[config.mk]
export PLATFORM = sky130hd
export DESIGN_NAME = partial_recursive_majority_tree
export DESIGN_NICKNAME = d
export VERILOG_FILES = /design/src/hw/rtl/prmt_pkg.sv /design/src/hw/rtl/partial_recursive_majority_tree.sv
export SDC_FILE = /design/constraint.sdc
export NUM_CORES = 1
export LEC_CHECK = 0
export ABC_AREA = 1
export BUFFER_PORTS_ARGS = -buffer_cell sky130_fd_sc_hd__buf_2
export CAP_MARGIN = 20
export CORE_MARGIN = 2
export CORE_UTILIZATION = 45
export CTS_BUF_LIST = sky130_fd_sc_hd__clkbuf_16
export DETAILED_ROUTE_END_ITERATION = 10
export PLACE_DENSITY = 0.7
export SETUP_SLACK_MARGIN = 0.2
export SLEW_MARGIN = 20
export SYNTH_ARGS = -nofsm -noshare
export SYNTH_HDL_FRONTEND = slang
export SYNTH_SLANG_ARGS = --single-unit
[constraint.sdc]
create_clock -name i_clk -period 14.7 [get_ports i_clk]
set_input_delay 2.94 -clock i_clk [delete_from_list [all_inputs] [get_ports i_clk]]
set_output_delay 2.94 -clock i_clk [all_outputs]
set_load 0.03 [all_outputs]
[src/hw/rtl/prmt_pkg.sv]
`timescale 1ns / 1ps
`default_nettype none

package prmt_pkg;

    // Tree shape
    localparam int TREE_LEVELS = 4;
    localparam int LEAF_COUNT  = 3 ** TREE_LEVELS;
    localparam int NODE_COUNT  = (3 * LEAF_COUNT - 1) / 2;
    localparam int FIRST_LEAF  = (LEAF_COUNT - 1) / 2;
    // One row per inner node, holding that node's three children
    localparam int ROW_COUNT   = FIRST_LEAF;
    localparam int NODE_W      = $clog2(NODE_COUNT);
    localparam int ROW_W       = (ROW_COUNT > 1) ? $clog2(ROW_COUNT) : 1;

    // Divide by three as multiply by reciprocal, exact below 2**DIV3_SHIFT
    localparam int DIV3_SHIFT  = 11;
    localparam int DIV3_MUL    = (2 ** DIV3_SHIFT + 1) / 3;
    localparam int DIV3_MUL_W  = $clog2(DIV3_MUL + 1);

    // Field widths
    localparam int INDEX_W     = 7;
    localparam int STATUS_W    = 2;

    typedef enum logic {
        CMD_REVEAL = 1'b0,
        CMD_FORGET = 1'b1
    } t_cmd;

    typedef enum logic [STATUS_W-1:0] {
        STATUS_OK           = 2'd0,
        STATUS_REVEALED     = 2'd1,
        STATUS_NOT_REVEALED = 2'd2
    } t_status;

    typedef enum logic [1:0] {
        ST_IDLE,
        ST_READ,
        ST_EVAL,
        ST_DONE
    } t_state;

    typedef struct packed {
        logic               command;
        logic [INDEX_W-1:0] leaf_index;
        logic               leaf_value;
    } t_in_item;

    typedef struct packed {
        logic [STATUS_W-1:0] status;
        logic                root_known;
        logic                root_value;
    } t_out_item;

    // Known and value bits of the three children of one node
    typedef struct packed {
        logic [2:0] known;
        logic [2:0] value;
    } t_row;

endpackage

`default_nettype wire

[src/hw/rtl/partial_recursive_majority_tree.sv]
// Each item climbs from its leaf's parent row to the root; ST_READ reads each level and
// ST_EVAL evaluates it. An out-of-range leaf index goes straight to ST_DONE, and a repeated
// reveal or forget of an unrevealed leaf stops at its first evaluation. One item at a time:
// the next follows ST_DONE, which stalls on an untransferred result; each level costs one read
// and one write-back of the child row memory through the shared majority and parent-index unit.
// Reset (synchronous, active low) clears the row valid bits at once: every node reads unknown.
`timescale 1ns / 1ps
`default_nettype none

module partial_recursive_majority_tree (
    input  wire                  i_clk,
    input  wire                  i_rst_n,
    input  wire                  i_in_valid,
    output logic                 o_in_ready,
    input  prmt_pkg::t_in_item   i_in_data,
    output logic                 o_out_valid,
    input  wire                  i_out_ready,
    output prmt_pkg::t_out_item  o_out_data
);
    import prmt_pkg::*;

    // Child row memory and its valid bits
    t_row                 r_mem [ROW_COUNT];
    logic [ROW_COUNT-1:0] r_row_vld;
    t_row                 r_rd_data;
    logic                 r_rd_vld;

    t_state               r_state, n_state;
    logic [ROW_W-1:0]     r_row, n_row;
    logic [1:0]           r_pos, n_pos;
    logic                 r_first, n_first;
    logic                 r_cmd;
    logic                 r_leaf_value;
    logic                 r_node_k, n_node_k;
    logic                 r_node_v, n_node_v;
    logic                 r_root_k, n_root_k;
    logic                 r_root_v, n_root_v;
    t_status              r_status, n_status;
    logic                 r_out_valid, n_out_valid;
    t_out_item            r_out_data, n_out_data;

    logic                 in_xfer;
    logic                 in_range;
    logic                 wr_en;
    logic [NODE_W-1:0]    pu_node;
    logic [NODE_W-1:0]    pu_pm1;
    logic [NODE_W+DIV3_MUL_W-1:0] pu_prod;
    logic [ROW_W-1:0]     pu_row;
    logic [NODE_W-1:0]    pu_row_ext;
    logic [NODE_W-1:0]    pu_rem;
    logic [1:0]           pu_pos;
    t_row                 row_in;
    t_row                 row_mod;
    logic                 leaf_known;
    logic                 bad_cmd;
    logic                 ab, ac, bc;
    logic                 maj_k, maj_v;

    assign in_xfer  = i_in_valid && o_in_ready;
    assign in_range = (int'(i_in_data.leaf_index) < LEAF_COUNT);

    // Shared parent unit: row of the parent and slot within that row
    always_comb begin
        if (r_state == ST_IDLE) begin
            pu_node = NODE_W'(FIRST_LEAF) + NODE_W'(i_in_data.leaf_index);
        end else begin
            pu_node = NODE_W'(r_row);
        end
        pu_pm1     = pu_node - NODE_W'(1);
        pu_prod    = (NODE_W+DIV3_MUL_W)'(pu_pm1) * (NODE_W+DIV3_MUL_W)'(DIV3_MUL);
        pu_row     = pu_prod[DIV3_SHIFT +: ROW_W];
        pu_row_ext = NODE_W'(pu_row);
        pu_rem     = pu_pm1 - (pu_row_ext << 1) - pu_row_ext;
        pu_pos     = pu_rem[1:0];
    end

    // Row update and majority of the updated row
    always_comb begin
        row_in     = r_rd_vld ? r_rd_data : '0;
        leaf_known = row_in.known[r_pos];
        bad_cmd    = r_first && ((r_cmd == CMD_REVEAL) == leaf_known);
        row_mod    = row_in;
        if (r_first) begin
            row_mod.known[r_pos] = (r_cmd == CMD_REVEAL);
            if (r_cmd == CMD_REVEAL) begin
                row_mod.value[r_pos] = r_leaf_value;
            end
        end else begin
            row_mod.known[r_pos] = r_node_k;
            row_mod.value[r_pos] = r_node_v;
        end
        ab    = row_mod.known[0] && row_mod.known[1] && (row_mod.value[0] == row_mod.value[1]);
        ac    = row_mod.known[0] && row_mod.known[2] && (row_mod.value[0] == row_mod.value[2]);
        bc    = row_mod.known[1] && row_mod.known[2] && (row_mod.value[1] == row_mod.value[2]);
        maj_k = ab || ac || bc;
        maj_v = (ab || ac) ? row_mod.value[0] : row_mod.value[1];
    end

    // Next state
    always_comb begin
        n_state = r_state;
        unique case (r_state)
            ST_IDLE: begin
                if (in_xfer) begin
                    n_state = in_range ? ST_READ : ST_DONE;
                end
            end
            ST_READ: begin
                n_state = ST_EVAL;
            end
            ST_EVAL: begin
                if (bad_cmd || (r_row == '0)) begin
                    n_state = ST_DONE;
                end else begin
                    n_state = ST_READ;
                end
            end
            ST_DONE: begin
                if (!r_out_valid || i_out_ready) begin
                    n_state = ST_IDLE;
                end
            end
            default: begin
                n_state = ST_IDLE;
            end
        endcase
    end

    // Control and datapath next values
    always_comb begin
        o_in_ready  = (r_state == ST_IDLE) && i_rst_n;
        n_row       = r_row;
        n_pos       = r_pos;
        n_first     = r_first;
        n_node_k    = r_node_k;
        n_node_v    = r_node_v;
        n_root_k    = r_root_k;
        n_root_v    = r_root_v;
        n_status    = r_status;
        n_out_valid = r_out_valid && !i_out_ready;
        n_out_data  = r_out_data;
        wr_en       = 1'b0;
        unique case (r_state)
            ST_IDLE: begin
                if (in_xfer) begin
                    n_row    = pu_row;
                    n_pos    = pu_pos;
                    n_first  = 1'b1;
                    n_status = STATUS_OK;
                end
            end
            ST_READ: begin
            end
            ST_EVAL: begin
                if (bad_cmd) begin
                    n_status = (r_cmd == CMD_REVEAL) ? STATUS_REVEALED : STATUS_NOT_REVEALED;
                end else begin
                    wr_en    = 1'b1;
                    n_first  = 1'b0;
                    n_node_k = maj_k;
                    n_node_v = maj_v;
                    if (r_row == '0) begin
                        n_root_k = maj_k;
                        n_root_v = maj_v;
                    end else begin
                        n_row = pu_row;
                        n_pos = pu_pos;
                    end
                end
            end
            ST_DONE: begin
                if (!r_out_valid || i_out_ready) begin
                    n_out_valid           = 1'b1;
                    n_out_data.status     = r_status;
                    n_out_data.root_known = r_root_k;
                    n_out_data.root_value = r_root_k && r_root_v;
                end
            end
            default: begin
            end
        endcase
    end

    // Row memory: registered read at the current row, write-back on evaluation
    always_ff @(posedge i_clk) begin
        r_rd_data <= r_mem[r_row];
        r_rd_vld  <= r_row_vld[r_row];
        if (wr_en) begin
            r_mem[r_row] <= row_mod;
        end
    end

    // Control registers
    always_ff @(posedge i_clk) begin
        if (!i_rst_n) begin
            r_state     <= ST_IDLE;
            r_row_vld   <= '0;
            r_root_k    <= 1'b0;
            r_root_v    <= 1'b0;
            r_out_valid <= 1'b0;
        end else begin
            r_state     <= n_state;
            r_root_k    <= n_root_k;
            r_root_v    <= n_root_v;
            r_out_valid <= n_out_valid;
            if (wr_en) begin
                r_row_vld[r_row] <= 1'b1;
            end
        end
    end

    // Payload registers
    always_ff @(posedge i_clk) begin
        r_row      <= n_row;
        r_pos      <= n_pos;
        r_first    <= n_first;
        r_node_k   <= n_node_k;
        r_node_v   <= n_node_v;
        r_status   <= n_status;
        r_out_data <= n_out_data;
        if (in_xfer) begin
            r_cmd        <= i_in_data.command;
            r_leaf_value <= i_in_data.leaf_value;
        end
    end

    assign o_out_valid = r_out_valid;
    assign o_out_data  = r_out_data;

endmodule

`default_nettype wire

# Yosys cells after proc, flatten, opt, wreduce, memory -nomap -nowiden

Memory sizes are Yosys's and may differ from the RTL's. A register that Yosys moved wholly into a read port is not among the register bits.
Index checks and enable logic that the tools add are counted.

Flip-flop bits (word level): 65
Memory bits (writable): 240
Input port bits: 13
Output and inout port bits: 6
Logic and storage cells: 115
Memories: 1

Memory list:

| name  | depth | bits a word | rd ports | clocked after memory_dff | write ports | line                                  | text |
|---|---|---|---|---|---|---|---|
| r_mem | 40    | 6           | 1        | 1                        | 1           | partial_recursive_majority_tree.sv:23 | `t_row r_mem [ROW_COUNT];` |

$add $sub $neg: 4
$mul: 1
$lt $le $gt $ge: 5
Equal/unequal tests: 12
Multiplexer cells: 43
Bitwise logic cells: 3
Reduce and logical (&&, ||, !) cells: 29

Operators with widths:

| kind                                                                          | number |
|---|---|
| 40-bit OR                                                                     | 1 |
| 6-bit 2-to-1 mux                                                              | 5 |
| 2-bit 2-to-1 mux                                                              | 10 |
| 7-bit by 10-bit multiplier with 17-bit output (second input constant)         | 1 |
| 1-bit logical AND                                                             | 13 |
| 1-bit 2-to-1 mux                                                              | 13 |
| 3-bit bitwise mux                                                             | 4 |
| 6-bit one-hot mux with 2 select lines                                         | 1 |
| 2-bit inequality test (second input constant)                                 | 5 |
| 3-bit AND reduction                                                           | 3 |
| 2-bit one-hot mux with 2 select lines                                         | 2 |
| 2-bit one-hot mux with 4 select lines                                         | 1 |
| 6-bit by 7-bit adder with 7-bit output (first input constant)                 | 1 |
| 6-bit by 7-bit less-than comparator with 1-bit output (second input constant) | 1 |
| 7-bit less-than comparator (second input constant)                            | 1 |
| 7-bit 2-to-1 mux                                                              | 1 |
| 7-bit by 1-bit subtractor with 7-bit output (second input constant)           | 1 |
| 1-bit binary-select mux with 6-bit select                                     | 1 |
| 1-bit demux with 6-bit select                                                 | 1 |
| 6-bit by 1-bit >= comparator with 1-bit output (second input constant)        | 1 |
| 6-bit zero test                                                               | 1 |
| 2-bit AND reduction                                                           | 3 |
| 1-bit == test                                                                 | 4 |
| 2-bit == test (second input constant)                                         | 2 |
| 14 further kinds                                                              | 20 |

# Logic depth before layout (Yosys ltp)

Depth after elaboration: 11
Gate-level depth with buffers: 31
Mapped depth without buffers: 31

# Least setup slack after synthesis

Ideal clock, no wire load.

Kind: input-to-reg
From: input port i_in_data[1] in the netlist's numbering
To: register r_pos[1], data pin
Setup time: 0.252 ns
Arrival time: 7.316 ns
Required time: 14.448 ns
Setup slack: 7.131 ns
Stages on the path: 27
Buffers on the path: 0
Cells stage by stage: inv_1 nand2_1 o21ai_1 ha_1 nand2_1 nor2_1 nand3_1 xnor2_1 ha_1 inv_1 fa_1 fa_1 fa_1 inv_1 ha_1 a21o_1 a21boi_0 nand2_1 nand2_1 nand2_1 ha_1 xor2_1 inv_1 nand2_1 nand2_1 nand2_1 nand2_1

Longest elaborated chain between the ends: 9
Elaborated cells between the ends (all ways): 10
Those cells by class: 4 x add/sub; 1 x mul; 5 x mux

Ends and longest elaborated chain:

| what                                            | line                                   | text |
|---|---|---|
| start: declaration                              | partial_recursive_majority_tree.sv:15  | `input prmt_pkg::t_in_item i_in_data,` |
| 6-bit by 7-bit adder with 7-bit output (*)      | partial_recursive_majority_tree.sv:65  | `pu_node = NODE_W'(FIRST_LEAF) + NODE_W'(i_in_data.leaf_index);` |
| 7-bit 2-to-1 mux (*)                            | partial_recursive_majority_tree.sv:64  | `if (r_state == ST_IDLE) begin` |
| 7-bit by 1-bit subtractor with 7-bit output (*) | partial_recursive_majority_tree.sv:69  | `pu_pm1 = pu_node - NODE_W'(1);` |
| 7-bit by 10-bit multiplier with 17-bit output   | partial_recursive_majority_tree.sv:70  | `pu_prod = (NODE_W+DIV3_MUL_W)'(pu_pm1) * (NODE_W+DIV3_MUL_W)'(DIV3_MUL);` |
| 2-bit subtractor                                | partial_recursive_majority_tree.sv:73  | `pu_rem = pu_pm1 - (pu_row_ext << 1) - pu_row_ext;` |
| 2-bit subtractor (*)                            | partial_recursive_majority_tree.sv:73  |  |
| 2-bit 2-to-1 mux                                | partial_recursive_majority_tree.sv:162 | `if (r_row == '0) begin` |
| 2-bit 2-to-1 mux                                | partial_recursive_majority_tree.sv:155 | `if (bad_cmd) begin` |
| 2-bit one-hot mux with 2 select lines (*)       | partial_recursive_majority_tree.sv:143 | `unique case (r_state)` |
| named net n_pos[1]                              | partial_recursive_majority_tree.sv:30  | `logic [1:0] r_pos, n_pos;` |
| end signal: assignment                          | partial_recursive_majority_tree.sv:215 | `r_pos <= n_pos;` |
| end: declaration                                | partial_recursive_majority_tree.sv:30  |  |

Mark *: on every way through the listed nets, which the timed path passes. The rest lies on a longest branch. The select of a mux whose other input is x is not followed.
A chain may end at the register's enable or synchronous reset.

# Final worst setup path

Ends and elaborated chain as after synthesis.

==> metrics.txt <==
Critical Path Max Stage Delay=0.51 ns; worst hold path type=flip-flop to flip-flop; Async SR Flop Fraction=0%; Post-CTS Hold Fix Bufs=0; 1st-pass router iterations=5; Synth Cell Area=13700 sq um; DRT Wirelength=31.9 mm; Fin Clk Skew=0.0271 ns; CP Max Fanout=5; final setup fails=0; area of the core=29800 sq um; Synth Area per Inst=10.8 sq um; reg2reg path depth=25; clock power share=22.4%; RSZ-0062 raised after global routing=false; CTS resizes=0; Final #Nets=1354; peak supply drop=0.000259 V; root buffer cell=clkbuf_16; final hold violations=0; vias per inst=5.34; minimum clock period=7.62 ns; GRT Residual Overflow=0; postcts setup bufs=0; vias in the first global route=8859; FF-to-FF End=r_pos[1]; CP startpoint kind=input port; Primary FF master, synth=edfxtp_1; Internal=2210 uW; Longest Clk Path Bufs=3; drt wl/cell=18.8 um; sequential area share after synthesis=64.3%; critical path class=input port to flip-flop; Slew headroom=39.5%; worst slack, placed=6.53 ns; slowest stage cell, crit path=fa_1; TritonCTS Buffers=30; clock-pin transition on the worst setup and hold timing paths=0.06 ns; antenna viol nets, final=0; Critical Path Sink Type=flip-flop; leak pwr=0.00613 uW; share of cells above drive strength 1=8.47%; die area=31900 sq um; CTS tree=done; fillcell total=2553; sw power=1570 uW; Slew Viols, Final=0; total power density per cell area=247 nW/um^2; GPL Wtd Cong=0.839; most frequent cells in the layout=nand2_1, edfxtp_1, inv_1; Post-synth EDFFs=259; fmax=0.131 GHz; Starting Density=46.0%; r2r startpoint=r_state[1]; DR vias=9090; Remaining DRCs=0; measured slew at the worst slew-check pin=0.907 ns; outcome=completed; synth warn=0; Tot GR Track Use=20.2%; Sw Share=41.5%; number of clock sinks=311; setup ws final=7.08 ns; period utilisation layout=51.8%; most frequent CP cell=nand2_1; DR iter-0 viols=993; placed wire-length estimate=20.0 mm; commonest non-fill, non-tap cell in the layout=nand2_1; Comb power frac=47.4%; Data required, critical path=15.02 ns; largest net degree at the start of global routing=47; post-synth cell types=43; #FFs+latches synth=311; Setup TNS Final=0 ns; end of the critical path=r_pos[1]; Seq pwr share=30.2%; Arr. time, crit path=7.94 ns; Fin Hold WS=0.420 ns; # Max-Cap Violations=0; first-pass GRT wire length=48.9 mm; initial antenna violation count=1; # IOs=19; # port buffers=18; die height=179 um; Post-Syn Nets=1332; Mapped Cells=1265; Horiz. Die Dim=179 um; Skew-Pair Late Insertion Delay=0.58 ns; R2R setup slack=8.71 ns; H-tree depth=1; synth-to-layout area growth=11.3%; Row Count=63; Critical Path Start=i_in_data[1]
cells by family after synthesis:
| kind of cell | Yosys count | synth area share [%] |
|---|---|---|
| xor+xnor | 11 | 0.703 |
| buf+inv | 230 | 6.81 |
| simple gates | 489 | 15.6 |
| flops | 311 | 64.3 |
| fa+ha+maj | 54 | 5.48 |
| compound gates | 170 | 7.11 |
worst min path at each step:
stage           startpoint       endpoint  slack (ns)  depth (start not counted)
2_1_floorplan  r_status[0]  o_out_data[2]        0.40                          0
3_3_place_gp   r_status[1]  o_out_data[3]        0.41                          0
3_5_place_dp   r_status[0]  o_out_data[2]        0.41                          0
4_1_cts        r_status[0]  o_out_data[2]        0.42                          0
5_1_grt        r_status[0]  o_out_data[2]        0.43                          0
6_report       r_status[0]  o_out_data[2]        0.42                          0
registers in the layout, indices dropped and copies added, names as in the netlist, 2 cells and up:
name	cells
o_out_data	4
r_mem	240
r_pos	2
r_rd_data	6
r_row	6
r_row_vld	40
r_state	2
r_status	2
power groups by stage:
stage	clock, uW	sequential, uW	combinational, uW
2_1_floorplan	0	1130	1310
3_3_place_gp	0	1160	1710
3_5_place_dp	0	1160	1740
4_1_cts	853	1140	1780
5_1_grt	883	1140	2020
6_report	846	1140	1790
per-layer routing:
layer,track usage [%],part of all wire (%),vias to the layer above
met5,0,0,-
met4,5.89,2.3,0
met1,26.7,43,4421
li1,-,-,4328
met2,34.7,49,288
met3,3.11,6.3,53
stage by stage:
step | util, % | total power [uW] | instance area (sq um) | instances
6_report | 51.2 | 3770 | 15300 | 1702
2_1_floorplan | - | 2450 | 13700 | 1265
3_3_place_gp | 47.5 | 2870 | 14200 | 1645
3_5_place_dp | 47.5 | 2900 | 14200 | 1645
4_1_cts | 51.2 | 3770 | 15300 | 1701
5_1_grt | 51.2 | 4040 | 15300 | 1701
Yosys cell counts (2+ instances only):
master	count	area share, %
dfxtp_1	52	7.6
xor2_1	7	0.45
o21ai_0	25	0.91
inv_4	2	0.091
edfxtp_1	259	57
or2_1	2	0.091
nor3_2	2	0.15
nand3_2	8	0.58
nand3b_1	6	0.33
inv_2	15	0.41
buf_2	22	0.80
fa_1	10	1.5
and3_1	2	0.091
buf_6	3	0.25
nand4_1	38	1.7
xnor2_1	4	0.26
nor2_1	40	1.1
inv_1	178	4.9
buf_4	4	0.22
o2111ai_1	5	0.32
a22o_1	4	0.26
a21oi_1	79	2.9
o21bai_1	2	0.11
clkbuf_1	5	0.14
nand3_1	33	1.2
nand2_1	345	9.4
nor2_4	4	0.33
nor2_2	3	0.14
o22ai_1	13	0.59
o21ai_1	15	0.55
o21a_1	2	0.11
nor3_1	2	0.073
ha_1	44	4.0
a22oi_1	21	1.2
area by class of cell:
type | instances | area [sq um] | area share (%)
Antenna cell | 1 | 2.50 | 0.0164
Clock buffer | 30 | 751 | 4.92
Clock inverter | 26 | 349 | 2.29
Inverter | 196 | 741 | 4.85
Multi-Input combinational cell | 724 | 3980 | 26.1
Sequential cell | 311 | 8820 | 57.8
Tap cell | 390 | 488 | 3.20
Timing Repair Buffer | 24 | 135 | 0.885
critical path: cells and delay by family:
kind,cells,cell delay (ns)
compound gates,1,0.34
xor+xnor,2,0.60
fa+ha+maj,6,2.09
buf+inv,6,0.58
simple gates,14,1.39
Power figures use the tool's default switching activity.
